[config.mk]
export PLATFORM = sky130hd
export DESIGN_NAME = infix_expression_evaluator_top
export DESIGN_NICKNAME = d
export VERILOG_FILES = /design/src/hdl/iee_pkg.sv /design/src/hdl/infix_expression_evaluator_top.sv /design/src/hdl/iee_div.sv
export SDC_FILE = /design/constraint.sdc
export NUM_CORES = 2
export LEC_CHECK = 0
export BUFFER_PORTS_ARGS = -buffer_cell sky130_fd_sc_hd__buf_2
export CELL_PAD_IN_SITES_DETAIL_PLACEMENT = 0
export CELL_PAD_IN_SITES_GLOBAL_PLACEMENT = 1
export CORE_UTILIZATION = 55
export CTS_BUF_LIST = sky130_fd_sc_hd__clkbuf_8
export DETAILED_ROUTE_END_ITERATION = 16
export PLACE_DENSITY = 0.9
export SLEW_MARGIN = 0
export SYNTH_ARGS = -nofsm -noshare
export SYNTH_HDL_FRONTEND = slang
export SYNTH_SLANG_ARGS = --single-unit
[constraint.sdc]
create_clock -name clk_i -period 12 [get_ports clk_i]
set_clock_uncertainty 0.05 [all_clocks]
set_input_delay 0.6 -clock clk_i [delete_from_list [all_inputs] [get_ports clk_i]]
set_output_delay 0.6 -clock clk_i [all_outputs]
set_load 0.02 [all_outputs]
[src/hdl/iee_pkg.sv]
`default_nettype none
package iee_pkg;

  localparam int unsigned DATA_W          = 32;
  localparam int unsigned CHAR_W          = 8;
  localparam int unsigned STATUS_W        = 2;
  localparam int unsigned VALUE_DEPTH_DEF = 32;
  localparam int unsigned OP_DEPTH_DEF    = 32;

  // operator stack codes
  typedef enum logic [2:0] {
    OPC_LPAR = 3'd0,
    OPC_ADD  = 3'd1,
    OPC_SUB  = 3'd2,
    OPC_MUL  = 3'd3,
    OPC_DIV  = 3'd4
  } opc_e;

  // result status codes
  localparam logic [STATUS_W-1:0] ST_OK        = 2'd0;
  localparam logic [STATUS_W-1:0] ST_DIVZERO   = 2'd1;
  localparam logic [STATUS_W-1:0] ST_OVERFLOW  = 2'd2;
  localparam logic [STATUS_W-1:0] ST_MALFORMED = 2'd3;

  // character codes
  localparam logic [CHAR_W-1:0] CH_LPAR  = 8'h28;
  localparam logic [CHAR_W-1:0] CH_RPAR  = 8'h29;
  localparam logic [CHAR_W-1:0] CH_ADD   = 8'h2B;
  localparam logic [CHAR_W-1:0] CH_SUB   = 8'h2D;
  localparam logic [CHAR_W-1:0] CH_MUL   = 8'h2A;
  localparam logic [CHAR_W-1:0] CH_DIV   = 8'h2F;
  localparam logic [CHAR_W-1:0] CH_ZERO  = 8'h30;
  localparam logic [CHAR_W-1:0] CH_NINE  = 8'h39;
  localparam logic [CHAR_W-1:0] CH_SPACE = 8'h20;

  // handshake between sequencer and divider
  typedef struct packed {
    logic              start;
    logic [DATA_W-1:0] dividend;
    logic [DATA_W-1:0] divisor;
  } div_req_t;

  typedef struct packed {
    logic              done;
    logic [DATA_W-1:0] quotient;
  } div_rsp_t;

  function automatic logic op_rank(input opc_e opc);
    return (opc == OPC_MUL) || (opc == OPC_DIV);
  endfunction

endpackage
`default_nettype wire

[src/hdl/infix_expression_evaluator_top.sv]
`default_nettype none
// channel   dir  tdata fields (lsb first)              extra
// s_axis    in   char_code[7:0]                        tlast = last
// m_axis    out  value[31:0], status[33:32], 0 pad     -
//
// a digit passes S_CHAR and S_FIN, a space or '(' also S_DISP, an operator or ')' also
// S_DISP, S_OPWAIT, S_OPCHK; each reduction adds S_VWAIT to S_OPCHK, a division S_DIV
// (radix-2); the last character adds S_ENDCL to S_OUT and the closing reductions, fewer
// after an error; s_axis_tready_o is high only in the idle state, one character at a time
// a finished result waits in the output register; a second result waits for it
// async active-low reset; stack contents need no clearing, counts do
module infix_expression_evaluator_top #(
  parameter int unsigned VALUE_DEPTH = iee_pkg::VALUE_DEPTH_DEF,
  parameter int unsigned OP_DEPTH    = iee_pkg::OP_DEPTH_DEF
) (
  input  wire         clk_i,
  input  wire         rst_ni,
  input  wire         s_axis_tvalid_i,
  output logic        s_axis_tready_o,
  input  wire  [7:0]  s_axis_tdata_i,   // char_code[7:0]
  input  wire         s_axis_tlast_i,
  output logic        m_axis_tvalid_o,
  input  wire         m_axis_tready_i,
  output logic [39:0] m_axis_tdata_o    // value[31:0], status[33:32], zeros
);
  import iee_pkg::*;

  localparam int unsigned VCW = $clog2(VALUE_DEPTH + 1);
  localparam int unsigned VAW = $clog2(VALUE_DEPTH);
  localparam int unsigned OCW = $clog2(OP_DEPTH + 1);
  localparam int unsigned OAW = $clog2(OP_DEPTH);

  // sequencer states, one-hot
  typedef enum logic [12:0] {
    S_IDLE    = 13'b0000000000001,
    S_CHAR    = 13'b0000000000010,
    S_DISP    = 13'b0000000000100,
    S_OPWAIT  = 13'b0000000001000,
    S_OPCHK   = 13'b0000000010000,
    S_VWAIT   = 13'b0000000100000,
    S_EXEC    = 13'b0000001000000,
    S_DIV     = 13'b0000010000000,
    S_PUSHR   = 13'b0000100000000,
    S_FIN     = 13'b0001000000000,
    S_ENDCL   = 13'b0010000000000,
    S_OUTPREP = 13'b0100000000000,
    S_OUT     = 13'b1000000000000
  } state_e;

  state_e state_q, state_d;

  // stacks
  logic [DATA_W-1:0] val_mem [VALUE_DEPTH];
  opc_e              op_mem  [OP_DEPTH];

  logic [VCW-1:0]    vc_q, vc_d;
  logic [OCW-1:0]    oc_q, oc_d;
  logic [DATA_W-1:0] acc_q, acc_d;
  logic              innum_q, innum_d;
  logic [STATUS_W-1:0] err_q, err_d;
  logic              bot_wr_q, bot_wr_d;    // bottom operator entry written
  logic              endph_q, endph_d;      // closing the outer parenthesis
  logic              close_q, close_d;      // running a ')' rather than an operator
  opc_e              newop_q, newop_d;
  logic [CHAR_W-1:0] ch_q;
  logic              last_q;
  logic [DATA_W-1:0] res_q, res_d;
  logic              ovalid_q, ovalid_d;
  logic [DATA_W-1:0] oval_q, oval_d;
  logic [STATUS_W-1:0] ostat_q, ostat_d;

  // registered stack reads
  logic [DATA_W-1:0] vb_q, va_q;
  opc_e              optop_raw_q;
  logic              optop_bot_q;
  opc_e              optop;
  logic [VAW-1:0]    vb_addr, va_addr;
  logic [OAW-1:0]    op_addr;

  // write ports
  logic              val_we, op_we;
  logic [DATA_W-1:0] val_wd;
  opc_e              op_wd;

  div_req_t div_req;
  div_rsp_t div_rsp;

  logic              take_in;
  logic              is_digit, has_op;
  logic [DATA_W-1:0] digit;

  iee_div u_div (
    .clk_i  (clk_i),
    .rst_ni (rst_ni),
    .req_i  (div_req),
    .rsp_o  (div_rsp)
  );

  assign vb_addr = vc_q[VAW-1:0] - VAW'(1);
  assign va_addr = vc_q[VAW-1:0] - VAW'(2);
  assign op_addr = oc_q[OAW-1:0] - OAW'(1);

  always_ff @(posedge clk_i) begin
    vb_q        <= val_mem[vb_addr];
    va_q        <= val_mem[va_addr];
    optop_raw_q <= op_mem[op_addr];
    optop_bot_q <= (op_addr == '0) && !bot_wr_q;
    if (val_we) begin
      val_mem[vc_q[VAW-1:0]] <= val_wd;
    end
    if (op_we) begin
      op_mem[oc_q[OAW-1:0]] <= op_wd;
    end
  end

  // bottom entry reads as '(' until first written after a restart
  assign optop = optop_bot_q ? OPC_LPAR : optop_raw_q;

  assign take_in  = s_axis_tvalid_i && s_axis_tready_o;
  assign is_digit = (ch_q >= CH_ZERO) && (ch_q <= CH_NINE);
  assign digit    = DATA_W'(ch_q - CH_ZERO);
  assign has_op   = (oc_q != '0) && (optop != OPC_LPAR);

  always_comb begin
    state_d  = state_q;
    vc_d     = vc_q;
    oc_d     = oc_q;
    acc_d    = acc_q;
    innum_d  = innum_q;
    err_d    = err_q;
    bot_wr_d = bot_wr_q;
    endph_d  = endph_q;
    close_d  = close_q;
    newop_d  = newop_q;
    res_d    = res_q;
    ovalid_d = ovalid_q;
    oval_d   = oval_q;
    ostat_d  = ostat_q;
    val_we   = 1'b0;
    val_wd   = acc_q;
    op_we    = 1'b0;
    op_wd    = OPC_LPAR;
    div_req.start    = 1'b0;
    div_req.dividend = va_q;
    div_req.divisor  = vb_q;

    if (ovalid_q && m_axis_tready_i) begin
      ovalid_d = 1'b0;
    end

    unique case (state_q)
      S_IDLE: begin
        if (take_in) begin
          state_d = S_CHAR;
        end
      end
      S_CHAR: begin
        if (err_q != ST_OK) begin
          state_d = S_FIN;
        end else if (is_digit) begin
          acc_d   = {acc_q[DATA_W-4:0], 3'b000} + {acc_q[DATA_W-2:0], 1'b0} + digit;
          innum_d = 1'b1;
          state_d = S_FIN;
        end else begin
          // any other character ends the number in progress
          if (innum_q) begin
            if (vc_q >= VCW'(VALUE_DEPTH)) begin
              err_d = ST_OVERFLOW;
            end else begin
              val_we = 1'b1;
              vc_d   = vc_q + VCW'(1);
            end
            acc_d   = '0;
            innum_d = 1'b0;
          end
          state_d = S_DISP;
        end
      end
      S_DISP: begin
        state_d = S_OPWAIT;
        close_d = 1'b0;
        if (err_q != ST_OK) begin
          state_d = S_FIN;
        end else begin
          unique case (ch_q)
            CH_SPACE: state_d = S_FIN;
            CH_LPAR: begin
              if (oc_q >= OCW'(OP_DEPTH)) begin
                err_d = ST_OVERFLOW;
              end else begin
                op_we = 1'b1;
                op_wd = OPC_LPAR;
                oc_d  = oc_q + OCW'(1);
                if (oc_q == '0) bot_wr_d = 1'b1;
              end
              state_d = S_FIN;
            end
            CH_RPAR: close_d = 1'b1;
            CH_ADD:  newop_d = OPC_ADD;
            CH_SUB:  newop_d = OPC_SUB;
            CH_MUL:  newop_d = OPC_MUL;
            CH_DIV:  newop_d = OPC_DIV;
            default: begin
              err_d   = ST_MALFORMED;
              state_d = S_FIN;
            end
          endcase
        end
      end
      S_OPWAIT: begin
        state_d = S_OPCHK;
      end
      S_OPCHK: begin
        state_d = endph_q ? S_OUTPREP : S_FIN;
        if (close_q) begin
          if (has_op) begin
            state_d = S_VWAIT;
          end else if (oc_q == '0) begin
            err_d = ST_MALFORMED;
          end else begin
            oc_d = oc_q - OCW'(1);
          end
        end else begin
          if (has_op && (op_rank(newop_q) <= op_rank(optop))) begin
            state_d = S_VWAIT;
          end else if (oc_q >= OCW'(OP_DEPTH)) begin
            err_d = ST_OVERFLOW;
          end else begin
            op_we = 1'b1;
            op_wd = newop_q;
            oc_d  = oc_q + OCW'(1);
            if (oc_q == '0) bot_wr_d = 1'b1;
          end
        end
      end
      S_VWAIT: begin
        state_d = S_EXEC;
      end
      S_EXEC: begin
        // reduce: pop one operator and two values
        state_d = endph_q ? S_OUTPREP : S_FIN;
        if (vc_q < VCW'(2)) begin
          err_d = ST_MALFORMED;
        end else if ((optop == OPC_DIV) && (vb_q == '0)) begin
          err_d = ST_DIVZERO;
        end else begin
          oc_d = oc_q - OCW'(1);
          vc_d = vc_q - VCW'(2);
          unique case (optop)
            OPC_ADD: begin
              res_d   = va_q + vb_q;
              state_d = S_PUSHR;
            end
            OPC_SUB: begin
              res_d   = va_q - vb_q;
              state_d = S_PUSHR;
            end
            OPC_MUL: begin
              res_d   = DATA_W'(va_q * vb_q);
              state_d = S_PUSHR;
            end
            default: begin
              div_req.start = 1'b1;
              state_d       = S_DIV;
            end
          endcase
        end
      end
      S_DIV: begin
        if (div_rsp.done) begin
          res_d   = div_rsp.quotient;
          state_d = S_PUSHR;
        end
      end
      S_PUSHR: begin
        val_wd = res_q;
        if (vc_q >= VCW'(VALUE_DEPTH)) begin
          err_d   = ST_OVERFLOW;
          state_d = endph_q ? S_OUTPREP : S_FIN;
        end else begin
          val_we  = 1'b1;
          vc_d    = vc_q + VCW'(1);
          state_d = S_OPWAIT;
        end
      end
      S_FIN: begin
        if (!last_q) begin
          state_d = S_IDLE;
        end else begin
          endph_d = 1'b1;
          state_d = S_OUTPREP;
          if (err_q == ST_OK) begin
            state_d = S_ENDCL;
            if (innum_q) begin
              if (vc_q >= VCW'(VALUE_DEPTH)) begin
                err_d = ST_OVERFLOW;
              end else begin
                val_we = 1'b1;
                vc_d   = vc_q + VCW'(1);
              end
              acc_d   = '0;
              innum_d = 1'b0;
            end
          end
        end
      end
      S_ENDCL: begin
        // close the implicit outer parenthesis
        close_d = 1'b1;
        state_d = (err_q == ST_OK) ? S_OPWAIT : S_OUTPREP;
      end
      S_OUTPREP: begin
        state_d = S_OUT;
      end
      S_OUT: begin
        if (!ovalid_q || m_axis_tready_i) begin
          ovalid_d = 1'b1;
          oval_d   = ((err_q == ST_OK) && (vc_q != '0)) ? vb_q : '0;
          ostat_d  = err_q;
          vc_d     = '0;
          oc_d     = OCW'(1);
          acc_d    = '0;
          innum_d  = 1'b0;
          err_d    = ST_OK;
          bot_wr_d = 1'b0;
          endph_d  = 1'b0;
          state_d  = S_IDLE;
        end
      end
      default: state_d = S_IDLE;
    endcase
  end

  always_ff @(posedge clk_i or negedge rst_ni) begin
    if (!rst_ni) begin
      state_q  <= S_IDLE;
      vc_q     <= '0;
      oc_q     <= OCW'(1);
      acc_q    <= '0;
      innum_q  <= 1'b0;
      err_q    <= ST_OK;
      bot_wr_q <= 1'b0;
      endph_q  <= 1'b0;
      close_q  <= 1'b0;
      ovalid_q <= 1'b0;
    end else begin
      state_q  <= state_d;
      vc_q     <= vc_d;
      oc_q     <= oc_d;
      acc_q    <= acc_d;
      innum_q  <= innum_d;
      err_q    <= err_d;
      bot_wr_q <= bot_wr_d;
      endph_q  <= endph_d;
      close_q  <= close_d;
      ovalid_q <= ovalid_d;
    end
  end

  always_ff @(posedge clk_i) begin
    newop_q <= newop_d;
    res_q   <= res_d;
    oval_q  <= oval_d;
    ostat_q <= ostat_d;
    if (take_in) begin
      ch_q   <= s_axis_tdata_i;
      last_q <= s_axis_tlast_i;
    end
  end

  assign s_axis_tready_o = (state_q == S_IDLE);
  assign m_axis_tvalid_o = ovalid_q;
  assign m_axis_tdata_o  = {6'b0, ostat_q, oval_q};

endmodule
`default_nettype wire

[src/hdl/iee_div.sv]
`default_nettype none
module iee_div (
  input  wire                  clk_i,
  input  wire                  rst_ni,
  input  iee_pkg::div_req_t    req_i,
  output iee_pkg::div_rsp_t    rsp_o
);
  import iee_pkg::*;

  localparam int unsigned CW = $clog2(DATA_W + 1);

  logic [DATA_W-1:0] rem_q, rem_d, quo_q, quo_d, dvs_q, dvs_d;
  logic [CW-1:0]     cnt_q, cnt_d;
  logic              busy_q, busy_d, neg_q, neg_d, done_q, done_d;
  logic [DATA_W:0]   shifted, diff;

  // one quotient bit per cycle on magnitudes
  always_comb begin
    rem_d   = rem_q;
    quo_d   = quo_q;
    dvs_d   = dvs_q;
    cnt_d   = cnt_q;
    busy_d  = busy_q;
    neg_d   = neg_q;
    done_d  = 1'b0;
    shifted = {rem_q, quo_q[DATA_W-1]};
    diff    = shifted - {1'b0, dvs_q};
    if (req_i.start) begin
      rem_d  = '0;
      quo_d  = req_i.dividend[DATA_W-1] ? (DATA_W'(0) - req_i.dividend) : req_i.dividend;
      dvs_d  = req_i.divisor[DATA_W-1] ? (DATA_W'(0) - req_i.divisor) : req_i.divisor;
      neg_d  = req_i.dividend[DATA_W-1] ^ req_i.divisor[DATA_W-1];
      cnt_d  = CW'(DATA_W);
      busy_d = 1'b1;
    end else if (busy_q) begin
      if (!diff[DATA_W]) begin
        rem_d = diff[DATA_W-1:0];
        quo_d = {quo_q[DATA_W-2:0], 1'b1};
      end else begin
        rem_d = shifted[DATA_W-1:0];
        quo_d = {quo_q[DATA_W-2:0], 1'b0};
      end
      cnt_d = cnt_q - CW'(1);
      if (cnt_q == CW'(1)) begin
        busy_d = 1'b0;
        done_d = 1'b1;
      end
    end
  end

  always_ff @(posedge clk_i or negedge rst_ni) begin
    if (!rst_ni) begin
      busy_q <= 1'b0;
      done_q <= 1'b0;
      cnt_q  <= '0;
    end else begin
      busy_q <= busy_d;
      done_q <= done_d;
      cnt_q  <= cnt_d;
    end
  end

  always_ff @(posedge clk_i) begin
    rem_q <= rem_d;
    quo_q <= quo_d;
    dvs_q <= dvs_d;
    neg_q <= neg_d;
  end

  assign rsp_o.done     = done_q;
  assign rsp_o.quotient = neg_q ? (DATA_W'(0) - quo_q) : quo_q;

endmodule
`default_nettype wire

==> PnR_summary.wiki <==
{| class="wikitable"
! Metric !! Value
|-
| Status || completed
|-
| Number of antenna violations at the first check in global routing || 12
|-
| Crit path arrival time || 8.57 ns
|-
| Library cell used as clock root buffer || sky130_fd_sc_hd__clkbuf_8
|-
| Predominant post-synthesis flop cell || sky130_fd_sc_hd__edfxtp_1
|-
| Xor-xnor portion of the synthesized cell area || 0.0294
|-
| Worst-skew pair later-pin latency || 0.98 ns
|-
| Min-delay worst type || in -> async
|-
| Final critical path time including I/O delays and setup || 7.96 ns
|-
| Gate count of the mapped netlist || 6,022
|-
| Actual transition at the worst max-transition pin || approximately 1.4 ns
|-
| Largest cells by area after synthesis || sky130_fd_sc_hd__edfxtp_1, sky130_fd_sc_hd__mux4_2, sky130_fd_sc_hd__fa_1
|-
| Routed via count || 55,218
|-
| Netlist area before placement || 86,500 um2
|-
| Number of synthesized register bits || roughly 1,400
|-
| Area growth, synth to finish || 8.62%
|-
| Endpoint kind of the worst setup timing path || flop
|-
| Yosys warns || 0
|-
| Die outline height || 399 um
|-
| Family of cells with the greatest summed delay on the critical path || adder cells
|-
| Total DRC errors in the routed layout || 0
|-
| Slack of the critical path || 4.04 ns
|-
| Max Clock Freq || 0.126 GHz
|-
| Avg Inst Size Synth || 14.4 um2
|-
| Kind of launch point of the worst setup path || flop
|-
| Clock slew seen by the registers of the worst setup and hold paths || about 0.06 ns
|-
| Placement Rows || about 150
|-
| Post-DR vias/cell || between 6 and 7
|-
| Synth top cells by count || sky130_fd_sc_hd__edfxtp_1, sky130_fd_sc_hd__mux4_2, sky130_fd_sc_hd__inv_1
|-
| Post-route worst hold slack || ~0.33 ns
|-
| Global-route wire length before repair || 361,000 um
|-
| Number of synthesized flops with an enable pin || roughly 1,300
|-
| Number of global-route vias before repair || 56,733
|-
| Tot GR Track Use || 0.310
|-
| Simple-gate share of the synthesized area || 0.0759
|-
| Iteration-0 DRC count of the detailed router || approximately 7,300
|-
| Total Negative Setup Slacks || 0 ns
|-
| Port bufs || 48
|-
| Library cell with the highest instance count after synthesis || sky130_fd_sc_hd__edfxtp_1
|-
| Post-synthesis mux area share || 0.190
|-
| Final design utilization || 0.601
|-
| Number of clock buffers inserted by TritonCTS || 222
|-
| Router iterations before antenna repair || 5
|-
| Dominant combinational cell family by area after synthesis || multiplexers
|-
| Fraction of the mapped netlist area in compound gates || 0.0490
|-
| CP max stage cell || sky130_fd_sc_hd__dfxtp_1
|-
| Largest net degree at the start of global routing || 73
|-
| CTS HTree Levels || 4
|-
| Antenna violation net count after detailed routing || 0
|-
| HPWL reported at the end of detailed placement || 147,000 um
|-
| Remaining global-route overflow || 0
|-
| Number of nets in the finished design || 6,758
|-
| Layout cells sized above 1 || 0.212
|-
| Final setup violating endpoints || 0
|-
| CTS tree || yes
|-
| Share of the clock period used by the worst path after layout || 0.664
|-
| Max Cap Violations || 0
|-
| Final routed wire length divided by cell count || between 20 and 30 um
|-
| Max-slew headroom || 0.0772
|-
| Top Ports || 55
|-
| Area share of the largest cell type after synthesis || 0.439
|-
| Critical path start-end classification || reg -> reg
|-
| Die extent in x || between 300 and 400 um
|-
| Fill cells || 11,348
|-
| CP dominant cell by count || sky130_fd_sc_hd__fa_1
|-
| Worst setup slack before clock tree synthesis || a little over 4 ns
|-
| Number of max-slew violations in the final report || 0
|-
| Synth unique cells || 82
|-
| Longest individual stage delay on the worst path || 0.64 ns
|-
| Area of the placeable core || 156,000 um2
|-
| Buf/Inv on CP || 5
|-
| Worst path required time || around 13 ns
|-
| Clk buf depth || 3
|-
| Endpoints failing hold || 0
|-
| Top fanout value on the critical path || 17
|-
| Largest area contributor in the synthesized netlist || sky130_fd_sc_hd__edfxtp_1
|-
| Proportion of synthesized chip area in sequential cells || 0.483
|-
| Routed wire length || approximately 240,000 um
|-
| Setup repair after global routing missed its margin || no
|-
| Full die area || 159,000 um2
|-
| Synthesized-area fraction occupied by adder cells || 0.136
|-
| Starting Density || 0.554
|-
| Placer congestion estimate || 0.957
|-
| Fraction of registers with async set/reset || 0.0502
|-
| Number of clock sinks || 1,435
|}
-- layer usage --
metal  up-vias  track usage  wire length, um
met4         6        0.147            12800
li1      22492            -                -
met2      3772        0.500           115000
met3       838       0.0590            27200
met1     28110        0.408            86500
met5         -            0               39
-- sequential cells by signal (all words and copies together) (netlist names), 6 cells and up --
name,cells
res_q,32
oval_q,32
oc_q,6
acc_q,32
u_div.rem_q,32
val_mem,1024
vb_q,32
vc_q,6
va_q,32
ch_q,8
state_q,13
u_div.quo_q,32
op_mem,96
u_div.dvs_q,32
u_div.cnt_q,6
-- stage by stage --
step / cells / area (um2)
after floorplan: 6027 / 86500
after global placement: 7890 / 89300
after detailed placement: 7890 / 89300
after CTS: 8323 / 93900
after global routing: 8325 / 93900
final: 8325 / 93900
-- cell usage in the layout (no fill, tap or decap), types with 129 or more instances in the layout --
cell	n
sky130_fd_sc_hd__and2_1	352
sky130_fd_sc_hd__nor2_1	186
sky130_fd_sc_hd__a21oi_1	157
sky130_fd_sc_hd__xor2_1	134
sky130_fd_sc_hd__xnor2_1	149
sky130_fd_sc_hd__nand2_1	451
sky130_fd_sc_hd__mux4_2	670
sky130_fd_sc_hd__edfxtp_1	1263
sky130_fd_sc_hd__fa_1	439
sky130_fd_sc_hd__ha_1	236
sky130_fd_sc_hd__inv_1	552
sky130_fd_sc_hd__buf_4	129
sky130_fd_sc_hd__o21ai_0	206
sky130_fd_sc_hd__clkbuf_8	237
-- timing repair --
item,4_1_cts,5_1_grt
resized for setup,0,0
endpoints found under the hold margin,82,0
setup buffers,0,0
hold buffers,12,0
-- logic make-up (layout without fill, tap and decap cells) --
logic type               count (synthesis)  after routing
flip-flops                            1435           1435
AND/OR/NAND/NOR                       1308           1308
other                                    1              8
adder cells (fa/ha/maj)                677            677
XOR/XNOR                               289            289
AO/OA/AOI/OAI                          677            677
buffers and inverters                  839           1077
multiplexers                           796            796
-- area by class of cell --
type | count | area [um2] | area share
multi-input cells | 3753 | 42000 | 0.447
flip-flops and latches | 1435 | 41700 | 0.444
clock buffers | 237 | 3260 | 0.0347
well taps | 2058 | 2570 | 0.0274
inverters | 467 | 1750 | 0.0187
repair buffers | 189 | 1340 | 0.0143
clock inverters | 184 | 1250 | 0.0134
diodes | 2 | 5.00 | 0.0000533
-- final timing paths --
check,from,end,slack (ns),cells after the start
min in group clk_i,s_axis_tdata_i[1],ch_q[1],0.33,2
max in group asynchronous,rst_ni,vc_q[1],10.81,2
max,va_q[11],res_q[30],4.04,25
max reg2reg,va_q[11],res_q[30],4.04,25
min,rst_ni,vc_q[3],0.33,2
min reg2reg,endph_q,state_q[9],0.40,1
Power is left out: the tool's default activity adds up to more than one toggle a clock period on the data nets, which glitch-free logic cannot reach.
